## config.mk

```make
export PLATFORM = sky130hd
export DESIGN_NAME = pnm_binary_stream_decoder_core
export DESIGN_NICKNAME = d
export VERILOG_FILES = /design/src/rtl/core/pnm_pkg.sv /design/src/rtl/core/pnm_divider.sv /design/src/rtl/core/pnm_binary_stream_decoder_core.sv
export VERILOG_INCLUDE_DIRS = /design/src /design/src/rtl/core
export SDC_FILE = /design/constraint.sdc
export NUM_CORES = 1
export LEC_CHECK = 0
export BUFFER_PORTS_ARGS = -buffer_cell sky130_fd_sc_hd__buf_2
export CAP_MARGIN = 5
export CORE_ASPECT_RATIO = 0.75
export CORE_MARGIN = 4
export CORE_UTILIZATION = 49
export CTS_CLUSTER_DIAMETER = 80
export DETAILED_ROUTE_END_ITERATION = 10
export GPL_TIMING_DRIVEN = 0
export PLACE_DENSITY_LB_ADDON = 0.12
export SYNTH_ARGS = -nofsm -noshare
export SYNTH_HDL_FRONTEND = slang
export SYNTH_SLANG_ARGS = --single-unit
```

## constraint.sdc

```tcl
create_clock -name clk_i -period 6.75 [get_ports clk_i]
set_input_delay 0 -clock clk_i [delete_from_list [all_inputs] [get_ports clk_i]]
set_output_delay 0 -clock clk_i [all_outputs]
set_load 0.03 [all_outputs]
```

## src/rtl/core/pnm_binary_stream_decoder_core_assert.svh

```systemverilog
// Assertion macros used by the PNM decoder RTL.
// No dependencies; included by the decoder core, which checks its own logic.
`ifndef PNM_BINARY_STREAM_DECODER_CORE_ASSERT_SVH
`define PNM_BINARY_STREAM_DECODER_CORE_ASSERT_SVH
`ifndef SYNTH
`define PNM_ASSERT(label, clk, rst_n, prop, msg) \
  label: assert property (@(posedge clk) disable iff (!rst_n) (prop)) else $error(msg);
`define PNM_ASSERT_IMPL(label, clk, rst_n, pre, post, msg) \
  label: assert property (@(posedge clk) disable iff (!rst_n) (pre) |-> (post)) else $error(msg);
`else
`define PNM_ASSERT(label, clk, rst_n, prop, msg)
`define PNM_ASSERT_IMPL(label, clk, rst_n, pre, post, msg)
`endif
`endif

```

## src/rtl/core/pnm_pkg.sv

```systemverilog
// Types and constants of the PNM stream decoder.
// No dependencies.
package pnm_pkg;

  typedef struct packed {
    logic [7:0] byte_value;
    logic       frame_start;
  } in_t;

  typedef struct packed {
    logic        is_header;
    logic [1:0]  image_kind;
    logic [12:0] image_width;
    logic [12:0] image_height;
    logic [15:0] max_value;
    logic [7:0]  sample_value;
    logic [1:0]  channel;
    logic [11:0] col;
    logic [11:0] row;
    logic [1:0]  error_code;
    logic        image_done;
    logic        last_of_run;
  } out_t;

  typedef enum logic [2:0] {
    PH_MAGIC, PH_KIND, PH_WIDTH, PH_HEIGHT, PH_MAXV, PH_DATA, PH_HALT
  } phase_e;

  typedef enum logic [2:0] {
    ST_IDLE, ST_PARSE, ST_DIV, ST_BITS, ST_OUT
  } state_e;

  localparam logic [1:0] ErrOk = 2'd0;
  localparam logic [1:0] ErrMagic = 2'd1;
  localparam logic [1:0] ErrMax = 2'd2;
  localparam logic [1:0] ErrSize = 2'd3;

  localparam logic [1:0] KindBitmap = 2'd0;
  localparam logic [1:0] KindColor = 2'd2;

  localparam logic [7:0] ChP = 8'h50;
  localparam logic [7:0] ChHash = 8'h23;
  localparam logic [7:0] ChFour = 8'h34;
  localparam logic [7:0] ChSix = 8'h36;
  localparam logic [7:0] ChZero = 8'h30;
  localparam logic [7:0] ChNine = 8'h39;
  localparam logic [7:0] ChLf = 8'h0a;
  localparam logic [7:0] ChCr = 8'h0d;

endpackage

```

## src/rtl/core/pnm_divider.sv

```systemverilog
// Bit-serial restoring divider for the sample scale v*255/max.
// Depends on nothing; one quotient bit per cycle, quotient saturated to 255.
module pnm_divider (
  input  logic        clk_i,
  input  logic        rst_ni,
  input  logic        start_i,
  input  logic [7:0]  sample_i,
  input  logic [15:0] divisor_i,
  output logic        done_o,
  output logic [7:0]  quot_o
);

  logic [15:0] rem_q, rem_d;
  logic [15:0] num_q, num_d;
  logic [15:0] quo_q, quo_d;
  logic [15:0] div_q, div_d;
  logic [4:0]  cnt_q, cnt_d;
  logic        busy_q, busy_d;
  logic [16:0] trial;

  always_comb begin
    rem_d  = rem_q;
    num_d  = num_q;
    quo_d  = quo_q;
    div_d  = div_q;
    cnt_d  = cnt_q;
    busy_d = busy_q;
    trial  = {rem_q, num_q[15]};
    if (start_i) begin
      rem_d  = '0;
      num_d  = {sample_i, 8'h00} - {8'h00, sample_i};
      quo_d  = '0;
      div_d  = divisor_i;
      cnt_d  = 5'd16;
      busy_d = 1'b1;
    end else if (busy_q) begin
      if (trial >= {1'b0, div_q}) begin
        rem_d = 16'(trial - {1'b0, div_q});
        quo_d = {quo_q[14:0], 1'b1};
      end else begin
        rem_d = trial[15:0];
        quo_d = {quo_q[14:0], 1'b0};
      end
      num_d = {num_q[14:0], 1'b0};
      cnt_d = cnt_q - 5'd1;
      if (cnt_q == 5'd1) begin
        busy_d = 1'b0;
      end
    end
  end

  always_ff @(posedge clk_i or negedge rst_ni) begin
    if (!rst_ni) begin
      busy_q <= 1'b0;
      cnt_q  <= '0;
    end else begin
      busy_q <= busy_d;
      cnt_q  <= cnt_d;
    end
  end

  always_ff @(posedge clk_i) begin
    rem_q <= rem_d;
    num_q <= num_d;
    quo_q <= quo_d;
    div_q <= div_d;
  end

  assign done_o = busy_q && (cnt_q == 5'd1);
  assign quot_o = (quo_d[15:8] != 8'h00) ? 8'hff : quo_d[7:0];

endmodule

```

## src/rtl/core/pnm_binary_stream_decoder_core.sv

```systemverilog
// Top level of the binary PNM stream decoder.
// Depends on pnm_pkg, pnm_divider and pnm_binary_stream_decoder_core_assert.svh.
//
//  channel  direction  handshake            payload
//  input    in         in_valid_i/in_ready_o  in_data_i   (pnm_pkg::in_t)
//  output   out        out_valid_o/out_ready_i out_data_o (pnm_pkg::out_t)
//
// A header byte goes from idle to the parse state, then to the output state if it
// completes a header result. A gray or color sample passes the parse state, the
// bit-serial divider and output state; a bitmap byte, the parse and bit states.
// A result waits in the output register until it is taken. A new request is held
// off while a result waits, and a stalled output also holds bitmap pixels.
// Reset clears all parse state; no clearing pass is needed.
`include "pnm_binary_stream_decoder_core_assert.svh"
module pnm_binary_stream_decoder_core #(
  parameter int unsigned MAX_DIM = 4096
) (
  input  logic           clk_i,
  input  logic           rst_ni,
  input  logic           in_valid_i,
  output logic           in_ready_o,
  input  pnm_pkg::in_t   in_data_i,
  output logic           out_valid_o,
  input  logic           out_ready_i,
  output pnm_pkg::out_t  out_data_o
);

  localparam int unsigned DimLimit = (MAX_DIM < 4096) ? MAX_DIM : 4096;

  pnm_pkg::state_e state_q, state_d;
  pnm_pkg::phase_e phase_q, phase_d;
  logic [1:0]  kind_q, kind_d;
  logic [12:0] width_q, width_d;
  logic [12:0] height_q, height_d;
  logic [15:0] maxv_q, maxv_d;
  logic [15:0] acc_q, acc_d;
  logic [11:0] col_q, col_d;
  logic [11:0] row_q, row_d;
  logic [1:0]  chan_q, chan_d;
  logic        cmt_q, cmt_d;
  logic        dig_q, dig_d;
  logic [7:0]  byte_q, byte_d;
  logic [3:0]  bit_q, bit_d;
  logic        ov_q, ov_d;
  pnm_pkg::out_t out_q, out_d;

  logic        div_start;
  logic        div_done;
  logic [7:0]  div_quot;

  pnm_divider u_div (
    .clk_i     (clk_i),
    .rst_ni    (rst_ni),
    .start_i   (div_start),
    .sample_i  (byte_q),
    .divisor_i (maxv_q),
    .done_o    (div_done),
    .quot_o    (div_quot)
  );

  logic        accept;
  logic [7:0]  b;
  logic        is_digit;
  logic [19:0] acc_mul;
  logic [1:0]  dim_err;
  logic [12:0] col_nx;
  logic [12:0] row_nx;
  logic        wrap;
  logic        fin;
  logic [12:0] left;

  assign accept = in_valid_i && in_ready_o;
  assign in_ready_o = (state_q == pnm_pkg::ST_IDLE) && (!ov_q || out_ready_i);
  assign out_valid_o = ov_q;
  assign out_data_o = out_q;

  assign b = byte_q;
  assign is_digit = (b >= pnm_pkg::ChZero) && (b <= pnm_pkg::ChNine);
  assign acc_mul = {1'b0, acc_q, 3'b000} + {3'b000, acc_q, 1'b0}
                 + {12'h000, 8'(b - pnm_pkg::ChZero)};
  assign dim_err = (acc_q == 16'd0) ? pnm_pkg::ErrMagic :
                   (acc_q > 16'(DimLimit)) ? pnm_pkg::ErrSize : pnm_pkg::ErrOk;
  assign col_nx = {1'b0, col_q} + 13'd1;
  assign row_nx = {1'b0, row_q} + 13'd1;
  assign wrap = (col_nx >= width_q);
  assign fin = wrap && (row_nx >= height_q);
  assign left = width_q - {1'b0, col_q};

  always_comb begin
    state_d  = state_q;
    phase_d  = phase_q;
    kind_d   = kind_q;
    width_d  = width_q;
    height_d = height_q;
    maxv_d   = maxv_q;
    acc_d    = acc_q;
    col_d    = col_q;
    row_d    = row_q;
    chan_d   = chan_q;
    cmt_d    = cmt_q;
    dig_d    = dig_q;
    byte_d   = byte_q;
    bit_d    = bit_q;
    ov_d     = ov_q;
    out_d    = out_q;
    div_start = 1'b0;

    if (ov_q && out_ready_i) begin
      ov_d = 1'b0;
    end

    case (state_q)
      pnm_pkg::ST_IDLE: begin
        if (accept) begin
          byte_d = in_data_i.byte_value;
          state_d = pnm_pkg::ST_PARSE;
          if (in_data_i.frame_start) begin
            phase_d = pnm_pkg::PH_MAGIC;
            kind_d = '0; width_d = '0; height_d = '0; maxv_d = '0; acc_d = '0;
            col_d = '0; row_d = '0; chan_d = '0; cmt_d = 1'b0; dig_d = 1'b0;
          end
        end
      end
      pnm_pkg::ST_PARSE: begin
        out_d = '0;
        out_d.is_header = 1'b1;
        out_d.image_kind = kind_q;
        out_d.image_width = width_q;
        out_d.image_height = height_q;
        out_d.max_value = maxv_q;
        out_d.last_of_run = 1'b1;
        state_d = pnm_pkg::ST_IDLE;
        case (phase_q)
          pnm_pkg::PH_MAGIC: begin
            if (b != pnm_pkg::ChP) begin
              out_d.error_code = pnm_pkg::ErrMagic;
              phase_d = pnm_pkg::PH_HALT;
              state_d = pnm_pkg::ST_OUT;
            end else begin
              phase_d = pnm_pkg::PH_KIND;
            end
          end
          pnm_pkg::PH_KIND: begin
            if (b < pnm_pkg::ChFour || b > pnm_pkg::ChSix) begin
              out_d.error_code = pnm_pkg::ErrMagic;
              phase_d = pnm_pkg::PH_HALT;
              state_d = pnm_pkg::ST_OUT;
            end else begin
              kind_d = 2'(b - pnm_pkg::ChFour);
              phase_d = pnm_pkg::PH_WIDTH;
            end
          end
          pnm_pkg::PH_WIDTH, pnm_pkg::PH_HEIGHT, pnm_pkg::PH_MAXV: begin
            if (cmt_q) begin
              if (b == pnm_pkg::ChLf || b == pnm_pkg::ChCr) begin
                cmt_d = 1'b0;
              end
            end else if (is_digit) begin
              acc_d = (acc_mul > 20'd65535) ? 16'hffff : acc_mul[15:0];
              dig_d = 1'b1;
            end else if (dig_q) begin
              acc_d = '0;
              dig_d = 1'b0;
              col_d = '0; row_d = '0; chan_d = '0;
              if (phase_q == pnm_pkg::PH_WIDTH) begin
                width_d = (acc_q > 16'd8191) ? 13'h1fff : acc_q[12:0];
                out_d.image_width = width_d;
                if (dim_err != pnm_pkg::ErrOk) begin
                  out_d.error_code = dim_err;
                  phase_d = pnm_pkg::PH_HALT;
                  state_d = pnm_pkg::ST_OUT;
                end else begin
                  phase_d = pnm_pkg::PH_HEIGHT;
                  cmt_d = (b == pnm_pkg::ChHash);
                end
              end else if (phase_q == pnm_pkg::PH_HEIGHT) begin
                height_d = (acc_q > 16'd8191) ? 13'h1fff : acc_q[12:0];
                out_d.image_height = height_d;
                if (dim_err != pnm_pkg::ErrOk || kind_q == pnm_pkg::KindBitmap) begin
                  out_d.error_code = dim_err;
                  phase_d = (dim_err != pnm_pkg::ErrOk) ? pnm_pkg::PH_HALT
                                                         : pnm_pkg::PH_DATA;
                  state_d = pnm_pkg::ST_OUT;
                end else begin
                  phase_d = pnm_pkg::PH_MAXV;
                  cmt_d = (b == pnm_pkg::ChHash);
                end
              end else begin
                maxv_d = acc_q;
                out_d.max_value = acc_q;
                out_d.error_code = (acc_q == 16'd0) ? pnm_pkg::ErrMax : pnm_pkg::ErrOk;
                phase_d = (acc_q == 16'd0) ? pnm_pkg::PH_HALT : pnm_pkg::PH_DATA;
                state_d = pnm_pkg::ST_OUT;
              end
            end else if (b == pnm_pkg::ChHash) begin
              cmt_d = 1'b1;
            end
          end
          pnm_pkg::PH_DATA: begin
            if (kind_q == pnm_pkg::KindBitmap) begin
              bit_d = (left > 13'd8) ? 4'd8 : left[3:0];
              state_d = pnm_pkg::ST_BITS;
            end else begin
              div_start = 1'b1;
              state_d = pnm_pkg::ST_DIV;
            end
          end
          default: ;
        endcase
      end
      pnm_pkg::ST_DIV: begin
        if (div_done) begin
          out_d = '0;
          out_d.image_kind = kind_q;
          out_d.sample_value = div_quot;
          out_d.channel = chan_q;
          out_d.col = col_q;
          out_d.row = row_q;
          out_d.last_of_run = 1'b1;
          if (kind_q == pnm_pkg::KindColor && chan_q < 2'd2) begin
            chan_d = chan_q + 2'd1;
          end else begin
            chan_d = '0;
            col_d = wrap ? 12'd0 : col_nx[11:0];
            row_d = wrap ? row_nx[11:0] : row_q;
            out_d.image_done = fin;
            if (fin) begin
              phase_d = pnm_pkg::PH_HALT;
            end
          end
          state_d = pnm_pkg::ST_OUT;
        end
      end
      pnm_pkg::ST_BITS: begin
        if (!ov_q || out_ready_i) begin
          out_d = '0;
          out_d.image_kind = kind_q;
          out_d.sample_value = byte_q[7] ? 8'hff : 8'h00;
          out_d.col = col_q;
          out_d.row = row_q;
          out_d.image_done = fin;
          out_d.last_of_run = (bit_q == 4'd1);
          ov_d = 1'b1;
          byte_d = {byte_q[6:0], 1'b0};
          bit_d = bit_q - 4'd1;
          col_d = wrap ? 12'd0 : col_nx[11:0];
          row_d = wrap ? row_nx[11:0] : row_q;
          if (fin) begin
            phase_d = pnm_pkg::PH_HALT;
          end
          if (bit_q == 4'd1) begin
            state_d = pnm_pkg::ST_IDLE;
          end
        end
      end
      pnm_pkg::ST_OUT: begin
        if (!ov_q || out_ready_i) begin
          ov_d = 1'b1;
          state_d = pnm_pkg::ST_IDLE;
        end
      end
      default: state_d = pnm_pkg::ST_IDLE;
    endcase
  end

  always_ff @(posedge clk_i or negedge rst_ni) begin
    if (!rst_ni) begin
      state_q  <= pnm_pkg::ST_IDLE;
      phase_q  <= pnm_pkg::PH_MAGIC;
      kind_q   <= '0;
      width_q  <= '0;
      height_q <= '0;
      maxv_q   <= '0;
      acc_q    <= '0;
      col_q    <= '0;
      row_q    <= '0;
      chan_q   <= '0;
      cmt_q    <= 1'b0;
      dig_q    <= 1'b0;
      bit_q    <= '0;
      ov_q     <= 1'b0;
    end else begin
      state_q  <= state_d;
      phase_q  <= phase_d;
      kind_q   <= kind_d;
      width_q  <= width_d;
      height_q <= height_d;
      maxv_q   <= maxv_d;
      acc_q    <= acc_d;
      col_q    <= col_d;
      row_q    <= row_d;
      chan_q   <= chan_d;
      cmt_q    <= cmt_d;
      dig_q    <= dig_d;
      bit_q    <= bit_d;
      ov_q     <= ov_d;
    end
  end

  always_ff @(posedge clk_i) begin
    byte_q <= byte_d;
    out_q  <= out_d;
  end

  `PNM_ASSERT_IMPL(a_ready_idle, clk_i, rst_ni, in_ready_o, state_q == pnm_pkg::ST_IDLE, "ready outside idle")
  `PNM_ASSERT_IMPL(a_hdr_last, clk_i, rst_ni, out_valid_o && out_data_o.is_header, out_data_o.last_of_run, "header not last of run")
  `PNM_ASSERT_IMPL(a_done_last, clk_i, rst_ni, out_valid_o && out_data_o.image_done, out_data_o.last_of_run, "image done not last")
  `PNM_ASSERT_IMPL(a_bits_cnt, clk_i, rst_ni, state_q == pnm_pkg::ST_BITS, bit_q != 4'd0, "bitmap count empty")

endmodule

```

==> reports/metrics.cfg <==
[drt]
drc = 0
vias = 11500
drtPass1Iterations = 5
wl_per_cell_um = 18.4
ant_nets = 0
first_iter_violations = 995
post_drt_via_cell_ratio = 5.63
drt-total-wl_um = 37400

[synthesis]
yosys.area_share.simple = 0.157
syn_inst = 1484
seq_area_frac_synth = 0.482
syn-mean-instance-area_sq_um = 9.73
synthMuxAreaShare = 0.0246
synth_xor_xnor_area_share = 0.0364
synth_cell_types = 78
netlist_area_sq_um = 14400
ys_seq_elements = 260
ys.warnings.count = 0
synthArstFlopShare = 0.404
synth-adder-area-share = 0.0943
synth_compound_gate_area_share = 0.163
synth_top_family_by_area = compound AO/OA/AOI/OAI gates
ys.flop_type = edfxtp_1
synth_edf_count = 123
syn_nets = 1601

[clock_network]
clock-sinks = 260
h-tree-depth = 1
clk_latency_ns = 0.56
post_cts_resize_count = 0
path_clk_slew_ns = 0.06
cts_tree = done
cts_max_path_buffers = 3
post_cts_buffers = 0
ctsHoldBuffers = 11
cts_root_buffer = clkbuf_16
cts_buffers = 28

[worst_setup_path]
critPathMaxFanout = 10
reg2regPathDepth = 15
crit_arrival_ns = 4.93
cp.required_ns = 7.17
start_kind = flop
critPathCaptureType = flop
crit_type = reg2reg
r2r_setup_slack_ns = 2.24

[pwr]
p_per_area_nw_per_um2 = 305
p_total_mw = 5.06
leakagePower_nw = 7.10
irDropWorstVdd_mv = 0.170

[sta]
timing.fmax_ghz = 0.222
skew_ns = 0.0187
period_needed_ns = 4.51
finalSetupViolCount = 0
hold_slack_ns = 0.00901
post-route-period-util = 0.668
hold_viol_final = 0
slew_viol_final = 0
setup_ws_ns = 2.24
grt_setup_unrepaired = false
tightest_slew_ns = 1.19
slew_headroom = 0.204

[placement]
gp_congestion = 0.918
place_ws_ns = 2.29
portBuffers = 97
dp_hpwl_um = 27800

[floorplanning]
die_area_sq_um = 32300
boundaryPins = 98
initial_core_util = 0.497
fp.dieH_um = 157
fp.dieW_um = 206
coreArea_sq_um = 29100
row_count = 54

[hold_path]
hold_class = in2reg
holdPathStages = 5

[global_route]
grt_max_degree = 54
grt_use_total = 0.229
grt_pass1_wl_um = 59400
grt_pass1_vias = 10800
antenna_found_initial = 0
grt-ovfl-total = 0

[final_layout]
antenna-diode-count = 0
nets = 1743
final_layout_size_suffix_gt1_frac = 0.112
nFillCells = 2585
area_growth_pct = 14.7

[job]
max_cap_violations = 0

[outcome]
status = complete, no violations

-- path summary, 6_finish.rpt --
kind	start	to
max	col_q[0]	row_q[11]
min	in_valid_i	state_q[2]
max reg2reg	col_q[0]	row_q[11]
min reg2reg	maxv_q[0]	u_div.div_q[0]
max in group asynchronous	rst_ni	state_q[1]
min in group asynchronous	rst_ni	height_q[0]
-- cell usage in the layout, fill, tap and decap left out, drive strengths merged, types with 11 or more instances in the layout --
master    n
a21oi    97
a221o    17
o21a     17
a22o     19
edfxtp  123
dfrtp   105
nand2b   20
nor3     35
a211oi   22
ha       96
mux2     14
nor4     11
and2     20
nor2b    12
dfxtp    32
nand2   188
xnor2    42
clkinv   16
mux2i    19
inv      90
buf     119
o21ai   114
nor2    149
clkbuf   82
xor2     18
nand3    28
and3     13
a21o     15
-- per-stage QoR --
step	setup TNS [ns]	instances	util	area, sq um
after floorplan	0	1484	-	14400
after global placement	-75.30	1973	0.531	15400
after detailed placement	0	1976	0.533	15500
after CTS	0	2039	0.570	16500
after global routing	0	2040	0.570	16600
final	0	2040	0.570	16600
-- metal layers --
layer,up-vias,track usage,part of all wire
met3,53,0.0352,0.067
met5,-,0,0
met2,362,0.334,0.43
met1,5511,0.362,0.49
li1,5564,-,-
met4,0,0.0450,0.018
-- kinds of logic (layout without fill, tap and decap cells) --
family	after synthesis	in the layout
and+or+nand+nor	504	504
AOI/OAI and AO/OA	366	366
DFF	260	260
buffers and inverters	157	321
adders and majority gates	104	104
xor gates and xnor gates	60	60
muxes	33	33
-- worst max-delay path, cell delays in order, from the launching register on --
cell and delay, ns:
dfrtp_1 0.53, ha_1 0.33, and3_1 0.28, nand3_1 0.22, nor2_1 0.21, xnor2_1 0.18, ha_1 0.30, a21o_1 0.19
a21o_1 0.17, a21oi_1 0.13, o21ai_0 0.10, a21oi_1 0.44, nand2_1 0.40, nand2b_1 0.33, clkbuf_1 0.41, o21ai_0 0.17
-- area by class of cell --
| type | instances | area, sq um | area share |
|---|---|---|---|
| plain buffers | 67 | 278 | 0.0168 |
| clock buffers | 32 | 716 | 0.0432 |
| clock inverters | 20 | 209 | 0.0126 |
| inverters | 90 | 338 | 0.0204 |
| multi-input cells | 1067 | 6870 | 0.415 |
| flip-flops and latches | 260 | 6960 | 0.420 |
| well taps | 392 | 490 | 0.0296 |
| repair buffers | 112 | 702 | 0.0424 |
-- cells in the mapped netlist, types with 11 or more instances --
master | number | share of area
mux2_2 | 12 | 0.0094
xnor2_1 | 42 | 0.025
nor4_1 | 11 | 0.0048
clkbuf_1 | 49 | 0.013
a221o_1 | 17 | 0.012
inv_1 | 88 | 0.023
a21oi_1 | 94 | 0.033
xor2_1 | 18 | 0.011
and3_1 | 13 | 0.0056
mux2i_1 | 19 | 0.013
o21a_1 | 17 | 0.0088
nand2b_1 | 20 | 0.0087
a21o_1 | 15 | 0.0078
nor2_1 | 148 | 0.038
o21ai_0 | 108 | 0.037
nor3_1 | 35 | 0.012
nor2b_1 | 12 | 0.0052
dfrtp_1 | 105 | 0.18
edfxtp_1 | 123 | 0.26
and2_1 | 19 | 0.0082
ha_1 | 96 | 0.083
nand3_1 | 28 | 0.0097
a22o_1 | 19 | 0.012
nand2_1 | 188 | 0.049
dfxtp_1 | 32 | 0.044
a211oi_1 | 22 | 0.011
-- state kept, by name (all words and copies together) (netlist names), 2 cells and up --
register,count
chan_q,2
state_q,3
maxv_q,16
height_q,13
width_q,13
u_div.num_q,16
b,8
phase_q,3
kind_q,2
u_div.rem_q,16
acc_q,16
u_div.div_q,16
u_div.cnt_q,5
col_q,12
out_data_o,83
row_q,12
u_div.quo_q,16
bit_q,4
-- report_power, final --
part / switching [mW] / leakage [nW] / total [mW] / internal (mW)
clock: 0.640 / 0.454 / 1.55 / 0.914
sequential: 0.0837 / 2.91 / 2.03 / 1.94
combinational: 1.10 / 3.74 / 1.48 / 0.377
No activity file was read; power rests on OpenSTA's default activity.
